## src/plti_pkg.sv

```systemverilog
package plti_pkg;

   localparam int MAX_POINTS    = 64;
   localparam int ELEMENT_COUNT = 8;

   // Field widths of the request and response beats.
   localparam int ELEM_W  = 3;
   localparam int ROW_W   = $clog2(MAX_POINTS);
   localparam int WORD_W  = 24;
   localparam int PTS_W   = $clog2(MAX_POINTS + 1);

   // Magnitude of offset times value difference, and the divider length.
   localparam int PROD_W    = 2 * (WORD_W + 1);
   localparam int MAG_W     = 2 * WORD_W;
   localparam int DIV_STEPS = MAG_W;
   localparam int CNT_W     = $clog2(DIV_STEPS);

   localparam int CSR_ADDR_W = 3;
   localparam int CSR_DATA_W = 32;

   localparam logic REQ_QUERY = 1'b0;
   localparam logic REQ_LOAD  = 1'b1;

   typedef enum logic [3:0] {
      ST_IDLE,
      ST_PRE0,
      ST_PRE1,
      ST_SRCH,
      ST_VAL0,
      ST_VAL1,
      ST_VAL2,
      ST_MUL,
      ST_DINIT,
      ST_DIV,
      ST_FIN,
      ST_MISS
   } ctrl_state_type;

   typedef struct packed {
      logic             load_wr;
      logic             latch_query;
      logic             bp_rd;
      logic [ROW_W-1:0] bp_addr;
      logic             lo_load;
      logic             hit_load;
      logic             val_rd;
      logic [ROW_W-1:0] val_row;
      logic             v0_load;
      logic             dv_load;
      logic             mul;
      logic             div_init;
      logic             div_step;
      logic             out_load;
      logic             out_found;
   } dp_cmd_type;

   typedef struct packed {
      logic elem_ok;
      logic hit;
      logic rsp_busy;
   } dp_status_type;

endpackage

```

## src/plti_ctrl.sv

```systemverilog
module plti_ctrl (
   input  logic                       clock,
   input  logic                       reset,
   input  logic                       req_tvalid,
   output logic                       req_tready,
   input  logic                       req_type,
   input  logic [plti_pkg::PTS_W-1:0] points,
   input  plti_pkg::dp_status_type    status,
   output plti_pkg::dp_cmd_type       cmd
);
   import plti_pkg::*;

   ctrl_state_type   state_ff, state_in;
   logic [ROW_W-1:0] k_ff, k_in;
   logic [CNT_W-1:0] cnt_ff, cnt_in;
   logic [PTS_W-1:0] n_ff, n_in;
   logic [PTS_W-1:0] n_clamped;
   logic             accept;
   logic             last_interval;

   assign n_clamped     = (points > PTS_W'(MAX_POINTS)) ? PTS_W'(MAX_POINTS) : points;
   assign accept        = req_tvalid && req_tready;
   assign last_interval = ({1'b0, k_ff} + PTS_W'(2)) >= n_ff;

   always_ff @(posedge clock) begin
      if (reset) begin
         state_ff <= ST_IDLE;
         k_ff     <= '0;
         cnt_ff   <= '0;
         n_ff     <= '0;
      end else begin
         state_ff <= state_in;
         k_ff     <= k_in;
         cnt_ff   <= cnt_in;
         n_ff     <= n_in;
      end
   end

   always_comb begin
      state_in = state_ff;
      k_in     = k_ff;
      cnt_in   = cnt_ff;
      n_in     = n_ff;
      unique case (state_ff)
         ST_IDLE: begin
            if (accept && req_type == REQ_QUERY) begin
               n_in = n_clamped;
               k_in = '0;
               if (!status.elem_ok || n_clamped < PTS_W'(2)) begin
                  state_in = ST_MISS;
               end else begin
                  state_in = ST_PRE0;
               end
            end
         end
         ST_PRE0: state_in = ST_PRE1;
         ST_PRE1: state_in = ST_SRCH;
         ST_SRCH: begin
            if (status.hit) begin
               state_in = ST_VAL0;
            end else if (last_interval) begin
               state_in = ST_MISS;
            end else begin
               k_in = k_ff + ROW_W'(1);
            end
         end
         ST_VAL0:  state_in = ST_VAL1;
         ST_VAL1:  state_in = ST_VAL2;
         ST_VAL2:  state_in = ST_MUL;
         ST_MUL:   state_in = ST_DINIT;
         ST_DINIT: begin
            cnt_in   = '0;
            state_in = ST_DIV;
         end
         ST_DIV: begin
            cnt_in = cnt_ff + CNT_W'(1);
            if (cnt_ff == CNT_W'(DIV_STEPS - 1)) begin
               state_in = ST_FIN;
            end
         end
         ST_FIN, ST_MISS: begin
            if (!status.rsp_busy) begin
               state_in = ST_IDLE;
            end
         end
         default: state_in = ST_IDLE;
      endcase
   end

   always_comb begin
      cmd         = '0;
      req_tready  = (state_ff == ST_IDLE);
      cmd.load_wr = accept && req_type == REQ_LOAD;
      unique case (state_ff)
         ST_IDLE: cmd.latch_query = accept && req_type == REQ_QUERY;
         ST_PRE0: begin
            cmd.bp_rd   = 1'b1;
            cmd.bp_addr = '0;
         end
         ST_PRE1: begin
            cmd.bp_rd   = 1'b1;
            cmd.bp_addr = ROW_W'(1);
            cmd.lo_load = 1'b1;
         end
         ST_SRCH: begin
            cmd.hit_load = 1'b1;
            if (!status.hit && !last_interval) begin
               cmd.bp_rd   = 1'b1;
               cmd.bp_addr = k_ff + ROW_W'(2);
               cmd.lo_load = 1'b1;
            end
         end
         ST_VAL0: begin
            cmd.val_rd  = 1'b1;
            cmd.val_row = k_ff;
         end
         ST_VAL1: begin
            cmd.val_rd  = 1'b1;
            cmd.val_row = k_ff + ROW_W'(1);
            cmd.v0_load = 1'b1;
         end
         ST_VAL2:  cmd.dv_load  = 1'b1;
         ST_MUL:   cmd.mul      = 1'b1;
         ST_DINIT: cmd.div_init = 1'b1;
         ST_DIV:   cmd.div_step = 1'b1;
         ST_FIN: begin
            cmd.out_load  = !status.rsp_busy;
            cmd.out_found = 1'b1;
         end
         ST_MISS: cmd.out_load = !status.rsp_busy;
         default: cmd = '0;
      endcase
   end

endmodule

```

## config.mk

```make
export PLATFORM = sky130hd
export DESIGN_NAME = plti_ctrl
export DESIGN_NICKNAME = d
export VERILOG_FILES = /design/src/plti_pkg.sv /design/src/plti_ctrl.sv
export SDC_FILE = /design/constraint.sdc
export NUM_CORES = 1
export LEC_CHECK = 0
export BUFFER_PORTS_ARGS = -buffer_cell sky130_fd_sc_hd__clkbuf_2
export CORE_AREA = 4 4 51 76
export CTS_CLUSTER_SIZE = 14
export DETAILED_ROUTE_END_ITERATION = 10
export DIE_AREA = 0 0 55 80
export GPL_TIMING_DRIVEN = 1
export PLACE_DENSITY = 0.77
export SKIP_LAST_GASP = 1
export SLEW_MARGIN = 10
export SYNTH_ARGS = -nofsm -noshare
export SYNTH_HDL_FRONTEND = slang
export SYNTH_SLANG_ARGS = --single-unit
```

## constraint.sdc

```tcl
create_clock -name clock -period 3.77 [get_ports clock]
set_clock_uncertainty 0.2 [all_clocks]
set_input_delay 0.1885 -clock clock [delete_from_list [all_inputs] [get_ports clock]]
set_output_delay 0.1885 -clock clock [all_outputs]
set_load 0.05 [all_outputs]
```

# Word-level counts from Yosys, hierarchy flattened
# Cells that the tools add are included.
dict set report classes {
  muxes 27
  magnitude_cmp 3
  n_eq_ne 18
  n_reduce_logical 17
  n_bitwise 1
  n_addsub 4
}
# operator n
set ops {}
lappend ops {{4-bit case mux with 11 select lines} 1}
lappend ops {{4-bit 2-to-1 mux} 6}
lappend ops {{6-bit case mux with 2 select lines} 2}
lappend ops {{7-bit case mux with 3 select lines} 1}
lappend ops {{6-bit 2-to-1 mux} 3}
lappend ops {{4-bit by 3-bit equality test with 1-bit output, second input constant} 4}
lappend ops {{4-bit equality test, second input constant} 4}
lappend ops {{7-bit case mux with 2 select lines} 1}
lappend ops {{6-bit by 1-bit adder with 6-bit output, second input constant} 2}
lappend ops {{12-bit OR reduction} 1}
lappend ops {{1-bit 2-to-1 mux} 10}
lappend ops {{4-bit by 2-bit equality test with 1-bit output, second input constant} 2}
lappend ops {{8-bit 2-to-1 mux} 1}
lappend ops {{2-bit != test, second input constant} 4}
lappend ops {{4-bit AND reduction} 2}
lappend ops {{6-bit by 2-bit adder with 7-bit output, second input constant} 1}
lappend ops {{7-bit >= comparator} 1}
lappend ops {{7-bit greater-than comparator, second input constant} 1}
lappend ops {{7-bit by 2-bit < comparator with 1-bit output, second input constant} 1}
lappend ops {{7-bit 2-to-1 mux} 1}
lappend ops {{6-bit by 2-bit adder with 6-bit output, second input constant} 1}
lappend ops {{6-bit equality test, second input constant} 1}
lappend ops {{4-bit by 1-bit equality test with 1-bit output, second input constant} 1}
lappend ops {{1-bit logical AND} 4}
lappend ops {{10 further kinds} 14}
dict set report totals {
  in_bits 14
  wordCells 74
  ff_bits 23
  out_inout_bits 26
}

# Logic depth before layout (Yosys ltp)
# Gate-level depths: netlist of run 1.
dict set report depth {
  depth_word 7
  depth_mapped 10
  depth_no_buf 9
}

# Worst setup path before layout of run 1
# No wires, ideal clock.
dict set report synth_path {
  path_kind {flip-flop to output port}
  start {register k_ff[2]}
  end {output port cmd[16] (netlist bit)}
  stages_incl_launch_ff 10
  t_arrival_ps 2942
  n_path_buf 0
  slack_ps 439
  required_time_ps 3382
  cell_sequence {dfxtp_1 -> ha_1 -> nand3_1 -> xnor2_1 -> ha_1 -> o21ai_0 -> o211a_2 -> o31ai_2 -> a2bb2oi_1 -> nor3_1}
}
# element line_no
set synth_rtl {}
lappend synth_rtl {{from (decl)} plti_ctrl.sv:14} ;# logic [ROW_W-1:0] k_ff, k_in;
lappend synth_rtl {{from (signal assigned)} plti_ctrl.sv:33} ;# k_ff <= k_in;
lappend synth_rtl {{to (decl)} plti_ctrl.sv:9} ;# output plti_pkg::dp_cmd_type cmd

==> run metrics, run 1 <==
cts-stage hold buffer count 0; met2 WL post-DR 2190 um; Clk pwr share 15.2%; syn_area_per_cell 7.50 sq um; status complete, no violations; die area 4400 sq um; Cell Pwr Density 535 nW/um^2; CTS tree yes; # rows 25; Sw Pwr about 500 uW; Max-Cap Viols 0; Leak a little under 0.0008 uW; Placer Congestion 0.820; Worst Path Max Fanout 8; gate count after technology mapping 221; fin crit share 85.0%; unrepaired setup endpoints after global routing no; final hold vios 0; met3 wire len 153 um; htree depth 1; Mapped Nets 245; die height 80 um; Setup TNS Final 0 ns; Synthesis Warnings 0; TritonCTS Buffers 3; sequential share of the synthesized area 27.8%; setup slack, reg-to-reg 0.82 ns; diodes inserted 0; GRT Total Usage 21.5%; Post-Syn Area 1660 sq um; initial drt markers 40; library cells used by synthesis 45; area leader, netlist dfxtp_1; top cells by area, synth dfxtp_1 28%, ha_1 7.6%, nor2_1 6.8%; dpl hpwl 3190 um; Synth top area share 27.8%; Post-synth EDFFs 0; Top FF cell, synth dfxtp_1; post-route ant nets 0; Vias/cell roughly 5.7; Final nets approximately 280; initial cell density of the core 52.4%; highest metal used met4; final wirelength approximately 4100 um; CTS root buf clkbuf_8; number of global-route vias before repair around 1700; M1 WL 1660 um; crit end category primary output; sequential share of power 31.0%; fin util between 60% and 70%; initial antenna violation count 0; Vias between 1500 and 2000; Remaining DRCs 0; ys async rst share 0%; internal power roughly 510 uW; most common library cells after synthesis 30 x nor2_1, 23 x dfxtp_1, 16 x a21oi_1, 15 x nand2_1, 14 x inv_1; Clk Latency, worst-skew pair 0.27 ns; Arr. time, crit path between 2 and 3 ns; CP required between 3 and 4 ns; minimum clock period roughly 3.2 ns; CTS sink cnt 23; Reg clk slew, reported paths 0.08 ns; Rel. slew slack 68.7%; switching share of power 49.9%; Syn-to-layout area delta 14.7%; Die Width 55 um; Routed WL per cell 14.0 um; core area 3160 sq um; max-slew violations 0; worst hold path type in2reg; first-pass GRT wire length 7160 um; grt ovf 0; top-count cell post-synth nor2_1; Comb power frac 53.8%; Setup Fix Bufs, Post-CTS 0; Startpoint Class register; post_cts resized 0; largest net degree at the start of global routing 23; Worst-Margin Slew 0.467 ns; setup violators final 0; VDD IR max 0.000359 V; layout cell share with drive strength beyond 1 19.8%; Buffers on Ports 39; number of synthesized register bits 23; I/O pins 40; CTS Buffer Depth 2; crit path kind reg2out; DR pass1 iterations 4; f_max ~310 MHz
## flip-flops by register name, indices dropped and copies added (netlist names)
register	count
n_ff	7
cnt_ff	6
k_ff	6
state_ff	4
## cells in the final DEF, fill, tap and decap left out, drive strengths merged, types with 4 or more instances in the layout
master  instances
a21oi          16
and2            6
clkbuf         43
dfxtp          23
ha             10
inv            14
nand2          16
nand3          10
nand3b          4
nand4           6
nor2           30
nor3            4
nor3b           9
o21ai          11
xnor2           5
xor2            6
## worst paths after layout
| check | from | to | cells past startpoint |
|---|---|---|---|
| setup / recovery | k_ff[2]$_SDFFE_PP0P_ | cmd[16] | 10 |
| setup reg to reg | k_ff[2]$_SDFFE_PP0P_ | state_ff[1]$_SDFFE_PP0P_ | 8 |
| hold / removal | points[6] | n_ff[6]$_SDFFE_PP0P_ | 3 |
| hold reg to reg | n_ff[6]$_SDFFE_PP0P_ | n_ff[6]$_SDFFE_PP0P_ | 2 |
## layout make-up
cell class              instances  area (sq um)
repair buffers                 41           210
inverters                      14          52.6
clock buffers                   4          45.0
well taps                      40          50.0
flip-flops and latches         23           460
multi-input cells             170          1080
fillers                       326          1260
## metrics by stage
stage	total power [uW]	hold slack, ns	cells	setup slack [ns]	instance area, sq um
after floorplan	755	0.236	221	0.439	1660
final	1020	0.0533	292	0.566	1900
after global routing	1090	0.0783	292	0.324	1900
after CTS	1020	0.0532	292	0.582	1900
after detailed placement	868	0.255	288	0.838	1860
after global placement	861	0.245	288	0.930	1860
## per-layer routing
layer  vias to the layer above  global-route usage [%]
met2                        48                    38.2
met4                         0                    9.49
met1                       779                    24.4
met3                         9                    2.43
met5                         -                       0
li1                        841                       -
## critical path, stage by stage, from the launching register on
cell and delay, ns:
dfxtp_1 0.48, ha_1 0.30, nand3_1 0.15, xnor2_1 0.22
ha_1 0.27, o21ai_0 0.16, o211a_2 0.22, o31ai_2 0.11
a2bb2oi_1 0.17, nor3_1 0.16, clkbuf_2 0.31
## cells by family after synthesis
kind of cell	share of synthesized area, %
xor gates and xnor gates	5.82
buffers and inverters	6.87
muxes	0.604
DFF	27.8
AOI/OAI and AO/OA	19.6
and+or+nand+nor	31.8
adders and majority gates	7.55
## power by group through the flow
stage                     registers, uW  logic (uW)  clock network [uW]
final                               315         547                 155
after global routing                321         599                 169
after CTS                           315         549                 158
after detailed placement            320         548                   0
after global placement              320         540                   0
after floorplan                     293         462                   0
(Power assumes the default switching activity.)
==> run 2: changes to the inputs <==
clock period = 3.31 ns   (was 3.77 ns; I/O delays follow)
==> run 2 against run 1 <==
Net effect: clock power up 18%; die area unchanged; wire length shrank 1.2%; power increased by 15%; hold slack lost 0.033 ns; non-clock buffer count unchanged; cell count is the same; final area rose by 1.1%; setup slack worse by 0.45 ns; critical path depth unchanged; critical endpoint unchanged; highest routed layer unchanged.
==> run metrics, run 2 (synthesis gave the netlist of run 1 again) <==
Final nets 277; Syn-to-layout area delta 16.0%; non-filler instance count after layout about 300; crit path kind reg2out; fin crit share a little over nine tenths; DR pass1 iterations 4; initial cell density of the core 52.4%; switching share of power 50.3%; CP required 2.94 ns; Placer Congestion 0.826; setup violators final 0; biggest regs n_ff: 7 flops, cnt_ff: 6 flops, k_ff: 6 flops; Buffers on Ports 39; Worst Path Max Fanout 7; max-slew violations 0; number of global-route vias before repair between 1500 and 2000; Vias 1635; VDD IR max 0.000437 V; Startpoint Class register; GRT Total Usage 20.8%; internal power slightly below 600 uW; dpl hpwl 3040 um; first-pass GRT wire length roughly 7000 um; diodes inserted 0; die area 4400 sq um; Rel. slew slack 63.7%; most common cell after layout, fill and taps aside clkbuf_2; final wirelength 4040 um; sequential share of power between 30% and 40%; Clk pwr share roughly 16%; Arr. time, crit path ~2.8 ns; initial drt markers 47; core area 3160 sq um; status complete, no violations; largest net degree at the start of global routing 23; worst hold path type in2reg; Max-Cap Viols 0; area of the multi-input gates roughly 1100 sq um; pre-CTS WS 0.364 ns; Leak about 0.00080 uW; die height 80 um; I/O pins 40; Die Width roughly 55 um; most frequent cells in the layout 38 x clkbuf_2, 30 x nor2_1, 22 x dfxtp_1; TritonCTS Buffers 3; grt ovf 0; initial antenna violation count 0; Sw Pwr between 500 and 600 uW; crit end category primary output; number of fill cells in the layout 302; Vias/cell roughly 5.6; Largest register FFs 7; Register Area 462 sq um; CTS tree yes; post-route ant nets 0; CTS Buffer Depth 2; Worst-Margin Slew ~0.54 ns; CTS root buf clkbuf_8; minimum clock period approximately 3.2 ns; Routed WL per cell about 14 um; f_max 313 MHz; layout cell share with drive strength beyond 1 21.0%; final setup margin 0.114 ns; Remaining DRCs 0; Reg clk slew, reported paths 0.08 ns; dpl cells about 290; # rows 25; cts-stage hold buffer count 0; final hold vios 0; Clk Latency, worst-skew pair between 0.2 and 0.3 ns; Cell Pwr Density 608 nW/um^2; CTS sink cnt 23; htree depth 1; Comb power frac 53.5%; Most flops, register n_ff
-- run 2: what timing repair did --
action,in CTS,in global routing
setup buffers,0,0
endpoints found under the setup margin,0,6
resized for setup,0,5
-- run 2: through the flow --
step / setup TNS, ns / cell area [sq um] / hold WS (ns) / power, uW / utilization, %
6_report: 0 / 1920 / 0.0201 / 1170 / 60.8
5_1_grt: -0.136 / 1920 / 0.0400 / 1250 / 60.8
4_1_cts: 0 / 1900 / 0.0160 / 1170 / 60.2
3_5_place_dp: 0 / 1860 / 0.249 / 985 / 58.7
3_3_place_gp: 0 / 1860 / 0.245 / 980 / 58.7
2_1_floorplan: 0 / 1660 / 0.236 / 859 / -
-- run 2: power by group through the flow --
stage | Clock [uW] | Sequential (uW) | Combinational [uW]
after detailed placement | 0 | 365 | 620
after CTS | 188 | 358 | 622
final | 183 | 360 | 625
after global routing | 200 | 367 | 683
after floorplan | 0 | 334 | 526
after global placement | 0 | 364 | 615
-- run 2: worst paths after layout --
| kind | from | endpoint | slack, ns | depth (start not counted) |
|---|---|---|---|---|
| max reg2reg | k_ff[1]$_SDFFE_PP0P_ | state_ff[1]$_SDFFE_PP0P_ | 0.33 | 8 |
| min reg2reg | n_ff[6]$_SDFFE_PP0P_ | n_ff[6]$_SDFFE_PP0P_ | 0.26 | 2 |
| max | k_ff[1]$_SDFFE_PP0P_ | cmd[16] | 0.11 | 10 |
| min | points[6] | n_ff[6]$_SDFFE_PP0P_ | 0.02 | 3 |
-- run 2: critical path, cell delays in order (launching register included) --
cell       delay, ns
dfxtp_1         0.44
ha_1            0.28
nand3_1         0.18
xnor2_2         0.20
ha_1            0.30
o21ai_0         0.22
o211a_2         0.26
o31ai_4         0.10
a2bb2oi_1       0.16
nor3_1          0.16
clkbuf_4        0.26
-- run 2: final cells by class --
| class | count | share of cell area [%] |
|---|---|---|
| clock inverter | 1 | 0.260 |
| tap | 40 | 2.60 |
| clock buffer | 3 | 2.15 |
| multi-input combinational | 170 | 57.2 |
| sequential | 23 | 24.0 |
| timing repair buffer | 41 | 11.1 |
| inverter | 14 | 2.73 |
-- run 2: routing by layer --
layer	up-vias	GRT usage, %	routed length (um)
li1	837	-	-
met1	759	24.2	1700
met2	32	35.8	2100
met3	7	2.43	154
met4	0	10.2	93
met5	-	0	0
==> run 3: changes to the inputs <==
MAX_ROUTING_LAYER = met4   (was not set)
==> run 3 against run 2 <==
Net effect: clock power about the same; final area stayed put; power about the same; critical path depth stayed put; sequential share of layout area is the same; highest routed layer unchanged.
==> run metrics, run 3 (synthesis gave the netlist of run 1 again) <==
initial cell density of the core 52.4%; Syn-to-layout area delta 16.0%; hold slack 0.0202 ns; setup slack, reg-to-reg 0.32 ns; VDD IR max 0.000436 V; non-filler instance count after layout between 200 and 300; most common cell after layout, fill and taps aside clkbuf_2; Cell Pwr Density 608 nW/um^2; final hold vios 0; Setup Fix Bufs, Post-CTS 0; capture point of the worst reg-to-reg path state_ff[1]$_SDFFE_PP0P_; CTS root buf clkbuf_8; die area 4400 sq um; minimum clock period 3.20 ns; crit end category primary output; Worst Path Max Fanout 7; area of the multi-input gates 1100 sq um; CP required 2.94 ns; Rel. slew slack 63.7%; TritonCTS Buffers 3; Die Width ~55 um; Vias/cell 5.63; Clk Latency, worst-skew pair 0.27 ns; Buffers on Ports 39; number of global-route vias before repair approximately 1600; Arr. time, crit path 2.84 ns; die height 80 um; largest net degree at the start of global routing 23; # rows 25; number of fill cells in the layout 302; Most flops, register n_ff; dpl cells roughly 290; CTS sink cnt 23; Startpoint Class register; end of the worst hold path n_ff[6]$_SDFFE_PP0P_; grt ovf 0; Worst-Margin Slew 0.541 ns; f_max 312 MHz; Routed WL per cell 13.9 um; Vias 1645; first-pass GRT wire length ~6800 um; CTS tree yes; post-route ant nets 0; diodes inserted 0; Leak 0.000795 uW; Register Area 462 sq um; most frequent cells in the layout 38 x clkbuf_2, 30 x nor2_1, 22 x dfxtp_1; biggest regs n_ff: 7 flops, cnt_ff: 6 flops, k_ff: 6 flops; status complete, no violations; CTS Buffer Depth 2; initial drt markers 30; GRT Total Usage 21.3%; Final nets 277; dpl hpwl 3040 um; Hold Crit Depth 3; FF-to-FF Start k_ff[1]$_SDFFE_PP0P_; Placer Congestion about 0.84; max-slew violations 0; fin util between 60 and 70%; HP Start points[6]; final wirelength 4060 um; Reg clk slew, reported paths roughly 0.090 ns; htree depth 1; Largest register FFs 7; Remaining DRCs 0; Power Total 1170 uW; fin crit share 96.8%; layout cell share with drive strength beyond 1 approximately a fifth; setup violators final 0; Worst Reg-to-Reg Cells 8; core area ~3200 sq um; worst hold path type in2reg; I/O pins 40; DR pass1 iterations 4; initial antenna violation count 0; Max-Cap Viols 0; crit path kind reg2out
[run 3: cell counts in the layout (fill, tap and decap cells not counted)]
Identical to the previous run, type by type.
[run 3: per-stage QoR]
stage | TNS [ns] | instance area [sq um] | setup WS, ns
floorplan | 0 | 1660 | 0.00228
global placement | 0 | 1860 | 0.475
detailed placement | 0 | 1860 | 0.364
CTS | 0 | 1900 | 0.0493
global route | -0.136 | 1920 | -0.0675
finish | 0 | 1920 | 0.106
[run 3: worst max-delay path by stage]
stage | start | to | slack [ns] | cells after the start
4_1_cts | k_ff[2]$_SDFFE_PP0P_ | cmd[16] | 0.05 | 10
6_report | k_ff[1]$_SDFFE_PP0P_ | cmd[16] | 0.11 | 10
5_1_grt | k_ff[1]$_SDFFE_PP0P_ | cmd[16] | -0.07 | 10
3_3_place_gp | k_ff[2]$_SDFFE_PP0P_ | state_ff[1]$_SDFFE_PP0P_ | 0.47 | 8
2_1_floorplan | k_ff[2]$_SDFFE_PP0P_ | cmd[16] | 0.002 | 9
3_5_place_dp | k_ff[2]$_SDFFE_PP0P_ | state_ff[1]$_SDFFE_PP0P_ | 0.36 | 8
[run 3: area by class of cell]
class | count | area share [%]
Tap cell | 40 | 2.60
Clock inverter | 1 | 0.260
Timing Repair Buffer | 41 | 11.1
Multi-Input combinational cell | 170 | 57.2
Inverter | 14 | 2.73
Clock buffer | 3 | 2.15
Sequential cell | 23 | 24.0
[run 3: worst max-delay path: stages (launching register included)]
cell	delay, ns
dfxtp_1	0.44
ha_1	0.28
nand3_1	0.18
xnor2_2	0.20
ha_1	0.30
o21ai_0	0.22
o211a_2	0.26
o31ai_4	0.10
a2bb2oi_1	0.16
nor3_1	0.16
clkbuf_4	0.26
[run 3: power breakdown]
part | total [uW] | switching [uW] | internal, uW | leakage [uW]
logic | 625 | 435 | 191 | 0.000583
registers | 360 | 53.8 | 306 | 0.000187
clock network | 184 | 99.2 | 84.5 | 0.0000255
total | 1170 | 588 | 581 | 0.000795
[run 3: routing by layer]
metal	share of wire [%]	global-route usage, %	vias to the layer above	routed length, um
met2	52	35.9	38	2100
met4	2.3	10.2	0	93
met5	0	-	-	0
met1	42	24.2	762	1700
li1	-	-	838	-
met3	3.9	2.24	7	160
[run 3: timing repair]
action	4_1_cts	5_1_grt
setup endpoints to repair	0	6
resized for setup	0	5
hold buffers	0	0
